File: src/rtl/cau_pkg.sv
// ----------------------------------------------------------------------------
// cau_pkg
// Shared widths, codes and inter-module item types of the complex ALU.
// ----------------------------------------------------------------------------
package cau_pkg;

	localparam int DATA_WIDTH = 16;
	localparam int FRAC_BITS  = 8;

	// Product and sum width, quotient bits, divider working width.
	localparam int NW = 2 * DATA_WIDTH;
	localparam int QB = DATA_WIDTH + 1;
	localparam int CW = NW + FRAC_BITS + QB + 1;

	// Divider stages: one overflow check, then one quotient bit per stage.
	localparam int NS = QB + 1;

	localparam logic [1:0] FUNC_ADD = 2'd0;
	localparam logic [1:0] FUNC_SUB = 2'd1;
	localparam logic [1:0] FUNC_MUL = 2'd2;
	localparam logic [1:0] FUNC_DIV = 2'd3;

	localparam logic [1:0] STATUS_OK  = 2'd0;
	localparam logic [1:0] STATUS_SAT = 2'd1;
	localparam logic [1:0] STATUS_DZ  = 2'd2;

	localparam logic [CW-1:0] MAXPOS_C = CW'((64'd1 << (DATA_WIDTH - 1)) - 64'd1);
	localparam logic [QB-1:0] BIG_C    = {1'b1, {DATA_WIDTH{1'b0}}};

	typedef struct packed {
		logic [1:0]    func;
		logic          dz;
		logic          neg_re;
		logic          neg_im;
		logic [CW-1:0] num_re;
		logic [CW-1:0] num_im;
		logic [NW-1:0] norm;
	} div_item_t;

	typedef struct packed {
		logic [1:0]    func;
		logic          dz;
		logic          neg_re;
		logic          neg_im;
		logic [CW-1:0] rem_re;
		logic [CW-1:0] rem_im;
		logic [QB-1:0] q_re;
		logic [QB-1:0] q_im;
		logic          ovf_re;
		logic          ovf_im;
		logic [NW-1:0] norm;
	} div_stage_t;

	typedef struct packed {
		logic          dz;
		logic          neg_re;
		logic          neg_im;
		logic [CW-1:0] mag_re;
		logic [CW-1:0] mag_im;
	} res_item_t;

endpackage

File: src/rtl/cau_sat.sv
// ----------------------------------------------------------------------------
// cau_sat
// Output stage: saturates both parts, forms the status, holds the result.
// ----------------------------------------------------------------------------
module cau_sat import cau_pkg::*; (
	input  logic                         clk,
	input  logic                         arst_n,
	input  logic                         in_valid,
	output logic                         in_ready,
	input  res_item_t                    in_item,
	output logic                         out_valid,
	input  logic                         out_ready,
	output logic signed [DATA_WIDTH-1:0] r_re,
	output logic signed [DATA_WIDTH-1:0] r_im,
	output logic [1:0]                   status
);

	logic                  v_s1;
	logic                  en;
	logic [DATA_WIDTH-1:0] re_d, im_d;
	logic                  sat_re, sat_im;

	function automatic logic [DATA_WIDTH:0] sat_part(input logic neg, input logic [CW-1:0] mag);
		logic [DATA_WIDTH:0] r;
		if (neg) begin
			if (mag > MAXPOS_C + CW'(1)) r = {1'b1, 1'b1, {(DATA_WIDTH-1){1'b0}}};
			else r = {1'b0, DATA_WIDTH'(~mag[DATA_WIDTH-1:0] + DATA_WIDTH'(1))};
		end else begin
			if (mag > MAXPOS_C) r = {1'b1, 1'b0, {(DATA_WIDTH-1){1'b1}}};
			else r = {1'b0, mag[DATA_WIDTH-1:0]};
		end
		return r;
	endfunction

	assign en       = !v_s1 || out_ready;
	assign in_ready = en;

	always_comb begin
		{sat_re, re_d} = sat_part(in_item.neg_re, in_item.mag_re);
		{sat_im, im_d} = sat_part(in_item.neg_im, in_item.mag_im);
	end

	always_ff @(posedge clk or negedge arst_n) begin
		if (!arst_n) v_s1 <= 1'b0;
		else if (en) v_s1 <= in_valid;
	end

	always_ff @(posedge clk) begin
		if (en) begin
			if (in_item.dz) begin
				r_re   <= '0;
				r_im   <= '0;
				status <= STATUS_DZ;
			end else begin
				r_re   <= re_d;
				r_im   <= im_d;
				status <= (sat_re || sat_im) ? STATUS_SAT : STATUS_OK;
			end
		end
	end

	assign out_valid = v_s1;

endmodule

File: config.mk
export PLATFORM = sky130hd
export DESIGN_NAME = cau_sat
export DESIGN_NICKNAME = d
export VERILOG_FILES = /design/src/rtl/cau_pkg.sv /design/src/rtl/cau_sat.sv
export SDC_FILE = /design/constraint.sdc
export NUM_CORES = 1
export LEC_CHECK = 0
export ABC_CLOCK_PERIOD_IN_PS = 4900
export BUFFER_PORTS_ARGS = -buffer_cell sky130_fd_sc_hd__buf_4
export CAP_MARGIN = 20
export CORE_UTILIZATION = 46
export DETAILED_ROUTE_END_ITERATION = 10
export PLACE_DENSITY = 0.85
export REMOVE_ABC_BUFFERS = 1
export SYNTH_ARGS = -nofsm -noshare
export SYNTH_HDL_FRONTEND = slang
export SYNTH_SLANG_ARGS = --single-unit
File: constraint.sdc
create_clock -name clk -period 4.9 [get_ports clk]
set_input_delay 0.245 -clock clk [delete_from_list [all_inputs] [get_ports clk]]
set_output_delay 0.245 -clock clk [all_outputs]
set_load 0.02 [all_outputs]
=== After elaboration in Yosys (flattened, before gate mapping) ===
Index checks and enable logic that the tools add are counted.

* Bits in registers: 35
* Input port bits: 123
* Output and inout bits: 36
* Word-level logic and storage cells: 22

* $add $sub $neg: 2
* Magnitude comparators: 4
* Muxes and demuxes: 7
* Bitwise gates (word level): 2
* Reduce and logical (&&, ||, !) cells: 3

{| class="wikitable"
|+ Operators by type and width
! cell !! number
|-
| $gt 58x15->1 const B || 2
|-
| $gt 58x16->1 const B || 2
|-
| $mux 17 || 6
|-
| $add 16x1->16 const B || 2
|-
| $not 16->16 || 2
|-
| $logic_or 1x1->1 || 2
|-
| $logic_not 1->1 || 1
|-
| $mux 1 || 1
|}

=== Logic depth before layout (Yosys ltp) ===
* Word-level depth: 6
* Depth in mapped cells: 9
* Mapped depth without buffers: 7

=== Worst setup path before layout ===
Ideal clock, no wire load.

* Path type: input -> register
* From: in in_item[59] in the netlist's numbering
* To: reg r_re[3] (data pin)
* Setup time: 0.133 ns
* Arrival: 1.960 ns
* Data required time: 4.767 ns
* Setup slack: 2.807 ns
* Stages: 9
* Buffers on the path: 2
* Cell sequence: inv_1 -> ha_1 -> or3b_1 -> clkbuf_1 -> o41a_1 -> nor2_1 -> o2bb2ai_1 -> buf_4 -> o221a_1

* Cells in the longest elaborated chain, start to end: 4
* Elaborated cells on any way between the ends: 7
* Classes of those cells: add/sub (1); order compare (2); mux (3); bitwise (1)

{| class="wikitable"
|+ Ends and longest elaborated chain
! element !! RTL line !! source
|-
| start, declared || cau_sat.sv:10 || <nowiki>input res_item_t in_item,</nowiki>
|-
| branches (longest 3 deep; another with $gt 58x15->1) || n/a ||
|-
| $mux 17 * || cau_sat.sv:25 || <nowiki>if (neg) begin</nowiki>
|-
| end signal, assigned || cau_sat.sv:55 || <nowiki>r_re <= re_d;</nowiki>
|-
| end, declared || cau_sat.sv:13 || <nowiki>output logic signed [DATA_WIDTH-1:0] r_re,</nowiki>
|}

Every way passes the cells marked *.
A chain may end at the register's enable or synchronous reset.

=== Worst setup path in the final report ===
* From: in in_item[0] in the netlist's numbering
* To: reg r_im[8] (data pin)

* Cells in the longest elaborated chain, start to end: 4
* Elaborated cells on any way between the ends: 7
* Classes of those cells: add/sub (1); order compare (2); mux (3); bitwise (1)

{| class="wikitable"
|+ Ends and longest elaborated chain
! element !! RTL line !! source
|-
| branches (longest 3 deep; another with $gt 58x15->1) || n/a ||
|-
| $mux 17 * || cau_sat.sv:25 ||
|-
| end signal, assigned || cau_sat.sv:56 || <nowiki>r_im <= im_d;</nowiki>
|-
| end, declared || cau_sat.sv:14 || <nowiki>output logic signed [DATA_WIDTH-1:0] r_im,</nowiki>
|}

Marks and branches as above.

==> metrics.md <==
| Metric | Value |
|---|---|
| Mapped Area | `2430 sq um` |
| TNS Setup | `0 ps` |
| Slew Limit Fails | `0` |
| Area Overhead vs Synth | `53.9%` |
| Sequential element share of the synthesized area | `0.430` |
| Reg2reg setup slack | `3680 ps` |
| Worst Hold End | `out_valid` |
| Worst VDD drop | `105 uV` |
| DIE AREA | `5580 sq um` |
| HP Class | `input pin to flop` |
| Die span in y | `74.7 microns` |
| FMAX | `0.440 GHz` |
| WP data required | `4970 ps` |
| Ports | `159` |
| Root buf cell | `clkbuf_8` |
| WL per Instance | `15.3 microns` |
| CP Class | `input pin to flop` |
| Reg2reg end | `r_im[3]` |
| Maximum level of the CTS H-tree | `2` |
| Via Count | `2784` |
| Maximum buffer depth of the clock tree | `2` |
| Ratio of cells with drive above 1 in the final layout | `0.433` |
| DRT antenna net count | `0` |
| Vias per cell | `5.76` |
| Crit. End Element | `flop` |
| Post-layout minimum cycle time | `2270 ps` |
| Syn Area/Cell | `9.43 sq um` |
| Number of buffers added on ports | `158` |
| Global Route Usage Sum | `0.266` |
| Seq cells post-synth | `35` |
| ANT cells | `0` |
| Hold path startpoint | `in_valid` |
| Number of buffers created by CTS | `5` |
| Synthesis Warnings | `0` |
| Synth Instances | `258` |
| Post-synth EDFFs | `34` |
| Drt total wl | `7410 microns` |
| Clock Latency Late Sink | `290 ps` |
| Yosys cell types | `57` |
| Fin nets | `537` |
| DR iter-0 viols | `222` |
| CP Launch Type | `input pin` |
| Drt drc | `0` |
| Clock slew seen by the registers of the worst setup and hold paths | `60 ps` |
| Max-cap viol count | `0` |
| Routability cong. | `0.844` |
| Endpoints failing hold | `0` |
| DIE WIDTH | `74.7 microns` |
| Slew headroom | `0.365` |
| Hold Path Cell Cnt | `2` |
| FF-to-FF path depth | `2` |
| DR pass1 iterations | `5` |
| Reg2reg start | `out_valid` |
| PwrDens | `210 nW/um^2` |
| Critical path peak fanout | `13` |
| Clk sinks | `35` |
| Clock skew | `8.63 ps` |
| Worst Max-Slew Pin Slew | `953 ps` |
| Grt ovf | `0` |
| Largest net degree at the start of global routing | `37` |
| Vias in the first global route | `2639` |
| Core area | `5110 sq um` |
| Final setup violation count | `0` |
| CTS tree | `built` |
| Synth Flop Type | `edfxtp_1` |
| Dpl hpwl | `5720 microns` |
| Pleak | `1.61 nW` |
| CP arrival | `2350 ps` |
| RSZ-0062 raised after global routing | `no` |
| Initial antenna violation count | `0` |
| Period utilisation layout | `0.464` |
| Initial core utilization | `0.476` |
| Asr flop ratio synth | `0.0286` |
| Total power | `0.785 mW` |
| Outcome | `complete, no violations` |
| Rows | `26` |
| First-pass GRT wire length | `11400 microns` |
-- critical path, stage by stage --
cell and delay, ps:
buf_4 120, inv_1 70, ha_1 170, or3b_1 390
nor3_1 160, buf_4 210, nand3_2 80, a221o_1 530
a311oi_1 360
-- where the power goes --
group	switching [mW]	internal, mW	leakage, nW
logic	0.108	0.113	1.19
registers	0.00749	0.356	0.373
clock network	0.100	0.0997	0.0422
total	0.216	0.569	1.61
-- per-layer routing --
metal,wire (microns),up-vias,global-route usage,part of all wire
li1,-,1346,-,-
met5,0,-,0,0
met3,544,16,0.0295,0.073
met1,2750,1261,0.320,0.37
met2,3950,161,0.472,0.53
met4,161,0,0.130,0.022
-- final cells by class --
type	instances	area [sq um]
clock buffers	7	76.3
clock inverters	1	5.00
fillers	391	1360
inverters	12	45.0
multi-input cells	196	1260
flip-flops and latches	35	1050
well taps	70	87.6
repair buffers	162	1220
-- cells by family after synthesis --
kind of cell,Yosys count,synth area share
simple gates,120,0.283
compound gates,72,0.219
flops,35,0.430
buf+inv,27,0.0499
xor+xnor,2,0.00720
fa+ha+maj,2,0.0103
-- stage by stage --
step           cells  hold WS [ps]  area, sq um  utilization  worst slack [ps]
2_1_floorplan    243         -50.6         2360            -              2400
3_3_place_gp     474          20.9         3650        0.715              2430
3_5_place_dp     474          21.6         3650        0.715              2380
4_1_cts          483           150         3740        0.733              2640
5_1_grt          483           169         3740        0.733              2460
6_report         483           154         3740        0.733              2630
-- timing repair --
item                      4_1_cts  5_1_grt
buffers inserted                0        0
hold buffers                    1        0
gates resized for setup         0        0
hold endpoints to repair        1        0
-- cell usage after synthesis (all sizes together) (3+ instances only) --
| master | n | area share |
|---|---|---|
| nor2 | 17 | 0.026 |
| a31oi | 4 | 0.010 |
| and3 | 3 | 0.0077 |
| a21oi | 25 | 0.051 |
| nor3 | 15 | 0.038 |
| nand3 | 14 | 0.031 |
| nand3b | 4 | 0.012 |
| nand4 | 5 | 0.013 |
| nor4 | 25 | 0.067 |
| a311oi | 7 | 0.028 |
| o221a | 6 | 0.028 |
| nand2 | 18 | 0.028 |
| buf | 5 | 0.016 |
| clkbuf | 10 | 0.015 |
| edfxtp | 34 | 0.42 |
| o21ai | 5 | 0.010 |
| a211oi | 4 | 0.014 |
| inv | 12 | 0.019 |
| o211a | 6 | 0.025 |
| or4 | 4 | 0.014 |
-- flip-flops by register name, indices dropped and copies added, names as in the netlist --
signal,cells
out_valid,1
r_im,16
r_re,16
status,2
-- worst max-delay path by stage --
stage | cells past startpoint | startpoint | slack (ps) | endpoint
5_1_grt | 6 | in_item[81] | 2460 | r_re[3]
6_report | 9 | in_item[0] | 2630 | r_im[8]
2_1_floorplan | 7 | in_item[0] | 2400 | r_im[12]
4_1_cts | 8 | in_item[59] | 2640 | r_re[3]
3_3_place_gp | 8 | in_item[59] | 2430 | r_re[2]
3_5_place_dp | 8 | in_item[59] | 2380 | r_re[2]
-- cells in the final DEF (no fill, tap or decap), types with 3 or more instances in the layout --
| cell type | count |
|---|---|
| buf_4 | 161 |
| edfxtp_1 | 34 |
| a21oi_1 | 25 |
| nor4_1 | 24 |
| nand2_1 | 18 |
| nor2_1 | 17 |
| nand3_1 | 13 |
| nor3_1 | 13 |
| inv_1 | 12 |
| a311oi_1 | 6 |
| o211a_1 | 6 |
| nand4_1 | 5 |
| o221a_1 | 5 |
| o21ai_0 | 5 |
| clkbuf_8 | 5 |
| nand3b_1 | 4 |
| a31oi_1 | 4 |
| or4_1 | 3 |
| and3_1 | 3 |
| a211oi_1 | 3 |
Note: power is estimated with default switching activity, not from simulation.
