### src/rtl/cau_pkg.sv
// ----------------------------------------------------------------------------
// cau_pkg
// Shared widths, codes and inter-module item types of the complex ALU.
// ----------------------------------------------------------------------------
package cau_pkg;

	localparam int DATA_WIDTH = 16;
	localparam int FRAC_BITS  = 8;

	// Product and sum width, quotient bits, divider working width.
	localparam int NW = 2 * DATA_WIDTH;
	localparam int QB = DATA_WIDTH + 1;
	localparam int CW = NW + FRAC_BITS + QB + 1;

	// Divider stages: one overflow check, then one quotient bit per stage.
	localparam int NS = QB + 1;

	localparam logic [1:0] FUNC_ADD = 2'd0;
	localparam logic [1:0] FUNC_SUB = 2'd1;
	localparam logic [1:0] FUNC_MUL = 2'd2;
	localparam logic [1:0] FUNC_DIV = 2'd3;

	localparam logic [1:0] STATUS_OK  = 2'd0;
	localparam logic [1:0] STATUS_SAT = 2'd1;
	localparam logic [1:0] STATUS_DZ  = 2'd2;

	localparam logic [CW-1:0] MAXPOS_C = CW'((64'd1 << (DATA_WIDTH - 1)) - 64'd1);
	localparam logic [QB-1:0] BIG_C    = {1'b1, {DATA_WIDTH{1'b0}}};

	typedef struct packed {
		logic [1:0]    func;
		logic          dz;
		logic          neg_re;
		logic          neg_im;
		logic [CW-1:0] num_re;
		logic [CW-1:0] num_im;
		logic [NW-1:0] norm;
	} div_item_t;

	typedef struct packed {
		logic [1:0]    func;
		logic          dz;
		logic          neg_re;
		logic          neg_im;
		logic [CW-1:0] rem_re;
		logic [CW-1:0] rem_im;
		logic [QB-1:0] q_re;
		logic [QB-1:0] q_im;
		logic          ovf_re;
		logic          ovf_im;
		logic [NW-1:0] norm;
	} div_stage_t;

	typedef struct packed {
		logic          dz;
		logic          neg_re;
		logic          neg_im;
		logic [CW-1:0] mag_re;
		logic [CW-1:0] mag_im;
	} res_item_t;

endpackage

### src/rtl/cau_front.sv
// ----------------------------------------------------------------------------
// cau_front
// Three pipeline stages: products, exact term sums, sign-magnitude split.
// ----------------------------------------------------------------------------
module cau_front import cau_pkg::*; (
	input  logic                         clk,
	input  logic                         arst_n,
	input  logic                         in_valid,
	output logic                         in_ready,
	input  logic [1:0]                   func,
	input  logic signed [DATA_WIDTH-1:0] a_re,
	input  logic signed [DATA_WIDTH-1:0] a_im,
	input  logic signed [DATA_WIDTH-1:0] b_re,
	input  logic signed [DATA_WIDTH-1:0] b_im,
	output logic                         out_valid,
	input  logic                         out_ready,
	output div_item_t                    out_item
);

	logic v_s1, v_s2, v_s3;
	logic en1, en2, en3;

	logic [1:0]                 func_s1;
	logic signed [NW-1:0]       p_rr_s1, p_ii_s1, p_ri_s1, p_ir_s1, p_bb_s1, p_cc_s1;
	logic signed [DATA_WIDTH:0] sum_re_s1, sum_im_s1;

	logic [1:0]           func_s2;
	logic signed [NW:0]   re_s2, im_s2;
	logic [NW-1:0]        norm_s2;

	logic signed [NW:0] re_d, im_d;
	logic [NW-1:0]      mag_re, mag_im;
	logic [CW-1:0]      mag_re_w, mag_im_w;

	assign en3      = !v_s3 || out_ready;
	assign en2      = !v_s2 || en3;
	assign en1      = !v_s1 || en2;
	assign in_ready = en1;

	always_ff @(posedge clk or negedge arst_n) begin
		if (!arst_n) begin
			v_s1 <= 1'b0;
			v_s2 <= 1'b0;
			v_s3 <= 1'b0;
		end else begin
			if (en1) v_s1 <= in_valid;
			if (en2) v_s2 <= v_s1;
			if (en3) v_s3 <= v_s2;
		end
	end

	always_ff @(posedge clk) begin
		if (en1) begin
			func_s1 <= func;
			p_rr_s1 <= a_re * b_re;
			p_ii_s1 <= a_im * b_im;
			p_ri_s1 <= a_re * b_im;
			p_ir_s1 <= a_im * b_re;
			p_bb_s1 <= b_re * b_re;
			p_cc_s1 <= b_im * b_im;
			if (func == FUNC_SUB) begin
				sum_re_s1 <= $signed({a_re[DATA_WIDTH-1], a_re}) - $signed({b_re[DATA_WIDTH-1], b_re});
				sum_im_s1 <= $signed({a_im[DATA_WIDTH-1], a_im}) - $signed({b_im[DATA_WIDTH-1], b_im});
			end else begin
				sum_re_s1 <= $signed({a_re[DATA_WIDTH-1], a_re}) + $signed({b_re[DATA_WIDTH-1], b_re});
				sum_im_s1 <= $signed({a_im[DATA_WIDTH-1], a_im}) + $signed({b_im[DATA_WIDTH-1], b_im});
			end
		end
	end

	always_comb begin
		unique case (func_s1)
			FUNC_ADD, FUNC_SUB: begin
				re_d = {{(NW-DATA_WIDTH){sum_re_s1[DATA_WIDTH]}}, sum_re_s1};
				im_d = {{(NW-DATA_WIDTH){sum_im_s1[DATA_WIDTH]}}, sum_im_s1};
			end
			FUNC_MUL: begin
				re_d = $signed({p_rr_s1[NW-1], p_rr_s1}) - $signed({p_ii_s1[NW-1], p_ii_s1});
				im_d = $signed({p_ri_s1[NW-1], p_ri_s1}) + $signed({p_ir_s1[NW-1], p_ir_s1});
			end
			default: begin
				// Dividend times the conjugate of the divisor.
				re_d = $signed({p_rr_s1[NW-1], p_rr_s1}) + $signed({p_ii_s1[NW-1], p_ii_s1});
				im_d = $signed({p_ir_s1[NW-1], p_ir_s1}) - $signed({p_ri_s1[NW-1], p_ri_s1});
			end
		endcase
	end

	always_ff @(posedge clk) begin
		if (en2) begin
			func_s2 <= func_s1;
			re_s2   <= re_d;
			im_s2   <= im_d;
			norm_s2 <= p_bb_s1[NW-1:0] + p_cc_s1[NW-1:0];
		end
	end

	always_comb begin
		mag_re = re_s2[NW] ? NW'(-re_s2) : re_s2[NW-1:0];
		mag_im = im_s2[NW] ? NW'(-im_s2) : im_s2[NW-1:0];
		mag_re_w = {{(CW-NW){1'b0}}, mag_re};
		mag_im_w = {{(CW-NW){1'b0}}, mag_im};
	end

	always_ff @(posedge clk) begin
		if (en3) begin
			out_item.func   <= func_s2;
			out_item.dz     <= (func_s2 == FUNC_DIV) && (norm_s2 == '0);
			out_item.neg_re <= re_s2[NW];
			out_item.neg_im <= im_s2[NW];
			out_item.norm   <= norm_s2;
			unique case (func_s2)
				FUNC_MUL: begin
					out_item.num_re <= mag_re_w >> FRAC_BITS;
					out_item.num_im <= mag_im_w >> FRAC_BITS;
				end
				FUNC_DIV: begin
					out_item.num_re <= mag_re_w << FRAC_BITS;
					out_item.num_im <= mag_im_w << FRAC_BITS;
				end
				default: begin
					out_item.num_re <= mag_re_w;
					out_item.num_im <= mag_im_w;
				end
			endcase
		end
	end

	assign out_valid = v_s3;

endmodule

### config.mk
export PLATFORM = sky130hd
export DESIGN_NAME = cau_front
export DESIGN_NICKNAME = d
export VERILOG_FILES = /design/src/rtl/cau_pkg.sv /design/src/rtl/cau_front.sv
export SDC_FILE = /design/constraint.sdc
export NUM_CORES = 2
export LEC_CHECK = 0
export ABC_CLOCK_PERIOD_IN_PS = 17400
export BUFFER_PORTS_ARGS = -buffer_cell sky130_fd_sc_hd__buf_2
export CAP_MARGIN = 15
export CORE_ASPECT_RATIO = 0.8
export CORE_MARGIN = 4
export CORE_UTILIZATION = 50
export DETAILED_ROUTE_END_ITERATION = 16
export PLACE_DENSITY_LB_ADDON = 0.15
export SLEW_MARGIN = 20
export SYNTH_ARGS = -nofsm -noshare
export SYNTH_HDL_FRONTEND = slang
export SYNTH_SLANG_ARGS = --single-unit
export TNS_END_PERCENT = 5
### constraint.sdc
create_clock -name clk -period 17.4 [get_ports clk]
set_clock_uncertainty 0.15 [all_clocks]
set_input_delay 5.22 -clock clk [delete_from_list [all_inputs] [get_ports clk]]
set_output_delay 5.22 -clock clk [all_outputs]
set_load 0.05 [all_outputs]
# After elaboration in Yosys (flattened, before gate mapping)
# Index checks and enable logic that the tools add are counted.
# totals
ff_bits	484
inputBits	70
output_inout_bits	155
elab_cells	62
# op_classes
n_addsub	11
n_mul	6
n_eq_ne	5
mux	7
n_reduce_logical	10
# op_table
operator	count
$pmux W98 S2	1
$mul A16 B16 Y32	6
$pmux W33 S2	2
$add A32 B32 Y33	2
$sub A32 B32 Y33	2
$mux W32	2
$neg A32 Y32	2
$add A16 B16 Y17	2
$mux W17	2
$sub A16 B16 Y17	2
$add A32 B32 Y32	1
$logic_not A32 Y1	1
$eq A2 B2 Y1 const B	3
$eq A2 B1 Y1 const B	2
$logic_not A1 Y1	3
$logic_or A1 B1 Y1	3
$logic_not A2 Y1	1
$reduce_or A2 Y1	1
$logic_and A1 B1 Y1	1

# Longest topological paths before layout
# depth
word_depth	4
ltp_mapped	26
depth_no_buf	24

# Worst setup path before layout
# OpenSTA, ideal clock, no wires.
# synth_path
path_type	input-to-output
startpoint	input out_ready
endpoint	output in_ready
arrival_ps	11871
t_required_ps	12030
path_slack_ps	159
cell_stages	1
n_path_buf	0
path_cell_list	nand4b_1
# synth_via
elab_chain_cells	3
# synth_rtl
item	line	rtl
from (decl)	cau_front.sv:16	input logic out_ready,
$logic_or A1 B1 Y1	cau_front.sv:35	assign en3 = !v_s3 || out_ready;
$logic_or A1 B1 Y1	cau_front.sv:36	assign en2 = !v_s2 || en3;
$logic_or A1 B1 Y1	cau_front.sv:37	assign en1 = !v_s1 || en2;
to (decl)	cau_front.sv:9	output logic in_ready,
# No other way between the ends.

# Final worst setup path
# layout_path
startpoint	input b_re[1]
endpoint	register p_bb_s1[31] (data pin)
# layout_via
elab_chain_cells	1
# layout_rtl
item	line	rtl
from (decl)	cau_front.sv:13	input logic signed [DATA_WIDTH-1:0] b_re,
$mul A16 B16 Y32	cau_front.sv:59	p_bb_s1 <= b_re * b_re;
to (signal assigned)	cau_front.sv:59	
to (decl)	cau_front.sv:24	logic signed [NW-1:0] p_rr_s1, p_ii_s1, p_ri_s1, p_ir_s1, p_bb_s1, p_cc_s1;
# No other way between the ends.
# A chain may end at the register's enable or synchronous reset.

==> flow_metrics.tcl <==
set metrics [dict create \
    status "finished, final reports clean" \
    cts_setup_buffers 0 \
    wire_per_inst_um 20.36 \
    hpwl_um 169300 \
    whs_endpoint "out_item[14]" \
    postSynthAreaPerCell_um2 9.679 \
    cts_root_buffer "clkbuf_16" \
    drtIter0Drc 4163 \
    wirelength_um 215400 \
    grt_max_degree 105 \
    relSlewSlack 0.1485 \
    cts_resized 0 \
    fin_nets 10635 \
    synth-edff-count 443 \
    antenna_found_initial 16 \
    fmax_ghz 0.07937 \
    grt_overflow 0 \
    ctsHoldBuffers 0 \
    ys_types 84 \
    timing.final.ws_setup_ps 4801 \
    min_from "norm_s2[14]" \
    ys.flop_type "edfxtp_1" \
    drv_slew 0 \
    die_y_um 368.8 \
    vias_per_cell 5.457 \
    synthArstFlopShare 0.006726 \
    ys_top_cells_by_count "inv_1, fa_1, nand2_1" \
    critPathMaxFanout 49 \
    r2r-start "p_ii_s1[1]" \
    clock_latency_ps 660 \
    clk_transition_reported_paths_ps 60 \
    row_count 132 \
    cts_made_buffers 51 \
    drt_drc_violations_left 0 \
    cp.required_ps 17600 \
    dr_total_vias 57716 \
    setup_tns_ps 0 \
    reg2reg_slack_ps 11970 \
    track_usage 0.2609 \
    rsz0062_at_grt "false" \
    dr.pass1.iters 7 \
    setup_violations 0 \
    start_kind "input pin" \
    grt_pass1_vias 60560 \
    die_area_um2 169300 \
    die_w_um 459.0 \
    maxCapViolCount 0 \
    gp_congestion 0.9022 \
    cts.htree.levels 2 \
    synth_top_cell_area_share 0.3736 \
    ys_ff_latch 446 \
    cts.path.max_buffers 3 \
    hold_class "flop to flop" \
    tightestPinTransition_ps 1268 \
    port_buffers 188 \
    synthCells 8405 \
    cp-end-kind "flop" \
    critPathKind "input pin to flop" \
    io_pins 225 \
    drive_gt1_frac 0.05101 \
    drtAntennaViolNets 0 \
    synth_top_cell_by_area "fa_1" \
    netlist_top_cells_area "fa_1, edfxtp_1, ha_1" \
    finalCritPeriodShare 0.7241 \
    rr_worst_depth 17 \
    cts_sinks 446 \
    ys_seq_area_frac 0.1644 \
    coreArea_um2 161900 \
    holdPathStages 0 \
    grt_pass1_wl_um 344400 \
    min_period_ps 12600 \
    syn_area_um2 81350 \
    reg2reg_to "re_s2[32]" \
    start_util 0.5026 \
    place_ws_ps 4207 \
    synth.most_common_cell "inv_1" \
    cp.arrival_ps 12800 \
    area_growth_pct 5.563 \
    utilization 0.5306 \
    yosys_warnings 0 \
    hold_viol_final 0 \
    cts_tree "yes" \
]
[per-stage QoR]
| step | cell area [um2] | hold WS, ps | instances |
|---|---|---|---|
| 6_report | 85880 | 288.5 | 10577 |
| 5_1_grt | 85870 | 300.4 | 10575 |
| 4_1_cts | 85860 | 289.0 | 10574 |
| 3_5_place_dp | 84180 | 274.7 | 10485 |
| 3_3_place_gp | 84180 | 278.5 | 10485 |
| 2_1_floorplan | 81480 | 266.9 | 8440 |
[how the worst max path moves through the flow]
stage,start,end,slack [ps],depth (start not counted)
after floorplan,out_ready,in_ready,160,1
after global placement,b_im[2],p_cc_s1[30],4350,22
after detailed placement,b_im[2],p_cc_s1[30],4210,22
after CTS,b_im[2],p_cc_s1[30],4890,22
after global routing,b_im[2],p_cc_s1[30],4330,22
final,b_re[1],p_bb_s1[31],4800,21
[layer usage]
metal / GRT usage / up-vias / routed length, um
met5: 0 / - / 27
met4: 0.07138 / 4 / 6412
met3: 0.03536 / 291 / 15220
met2: 0.4105 / 1829 / 98220
met1: 0.3812 / 29603 / 95510
li1: - / 25989 / -
[layout make-up]
cell class | instances | area, um2
repair buffers | 263 | 1504
diodes | 3 | 7.507
inverters | 1841 | 6910
clock buffers | 61 | 1335
flip-flops and latches | 446 | 13380
clock inverters | 28 | 341.6
multi-input cells | 5791 | 59720
fillers | 14732 | 75980
well taps | 2144 | 2683
[cells by family (layout without fill, tap and decap cells)]
kind of cell | Yosys count | after routing | share of synthesized area
other cells | 1 | 39 | 0.00004610
mux | 56 | 56 | 0.007444
simple gates | 2129 | 2129 | 0.1263
fa+ha+maj | 2171 | 2171 | 0.4740
flops | 446 | 446 | 0.1644
compound gates | 924 | 924 | 0.07329
xor+xnor | 475 | 475 | 0.05123
buf+inv | 2203 | 2193 | 0.1033
[layout by cell type, fill, tap and decap left out, drive strengths merged, types with 129 or more instances in the layout]
master | netlist | routed
a21o | 129 | 129
a21oi | 233 | 233
and2 | 519 | 519
buf | 61 | 263
edfxtp | 443 | 443
fa | 1518 | 1518
ha | 653 | 653
inv | 1828 | 1830
nand2 | 817 | 817
nor2 | 375 | 375
o21ai | 202 | 202
xnor2 | 324 | 324
xor2 | 151 | 151
[flip-flops by register name, summed over array words and instances (netlist names)]
name / flops
p_rr_s1: 32
p_cc_s1: 31
func_s1: 2
out_valid: 1
sum_im_s1: 17
out_item: 117
func_s2: 2
im_s2: 33
norm_s2: 32
re_s2: 33
p_ir_s1: 32
v_s2: 1
p_ri_s1: 32
v_s1: 1
p_ii_s1: 32
sum_re_s1: 17
p_bb_s1: 31
[critical path: stages]
cell	delay (ps)
buf_2	80
buf_4	600
clkinv_1	650
nor2_1	510
fa_1	620
fa_1	900
fa_1	530
fa_1	530
fa_1	510
inv_1	50
fa_1	470
inv_1	40
ha_1	360
nor2_1	140
nor2_1	50
nor2_1	120
a21oi_1	70
nor4b_1	510
nor3_1	190
o41ai_1	480
o211ai_1	160
Power is left out: the tool's default activity adds up to more than one toggle a clock period on the data nets, which glitch-free logic cannot reach.
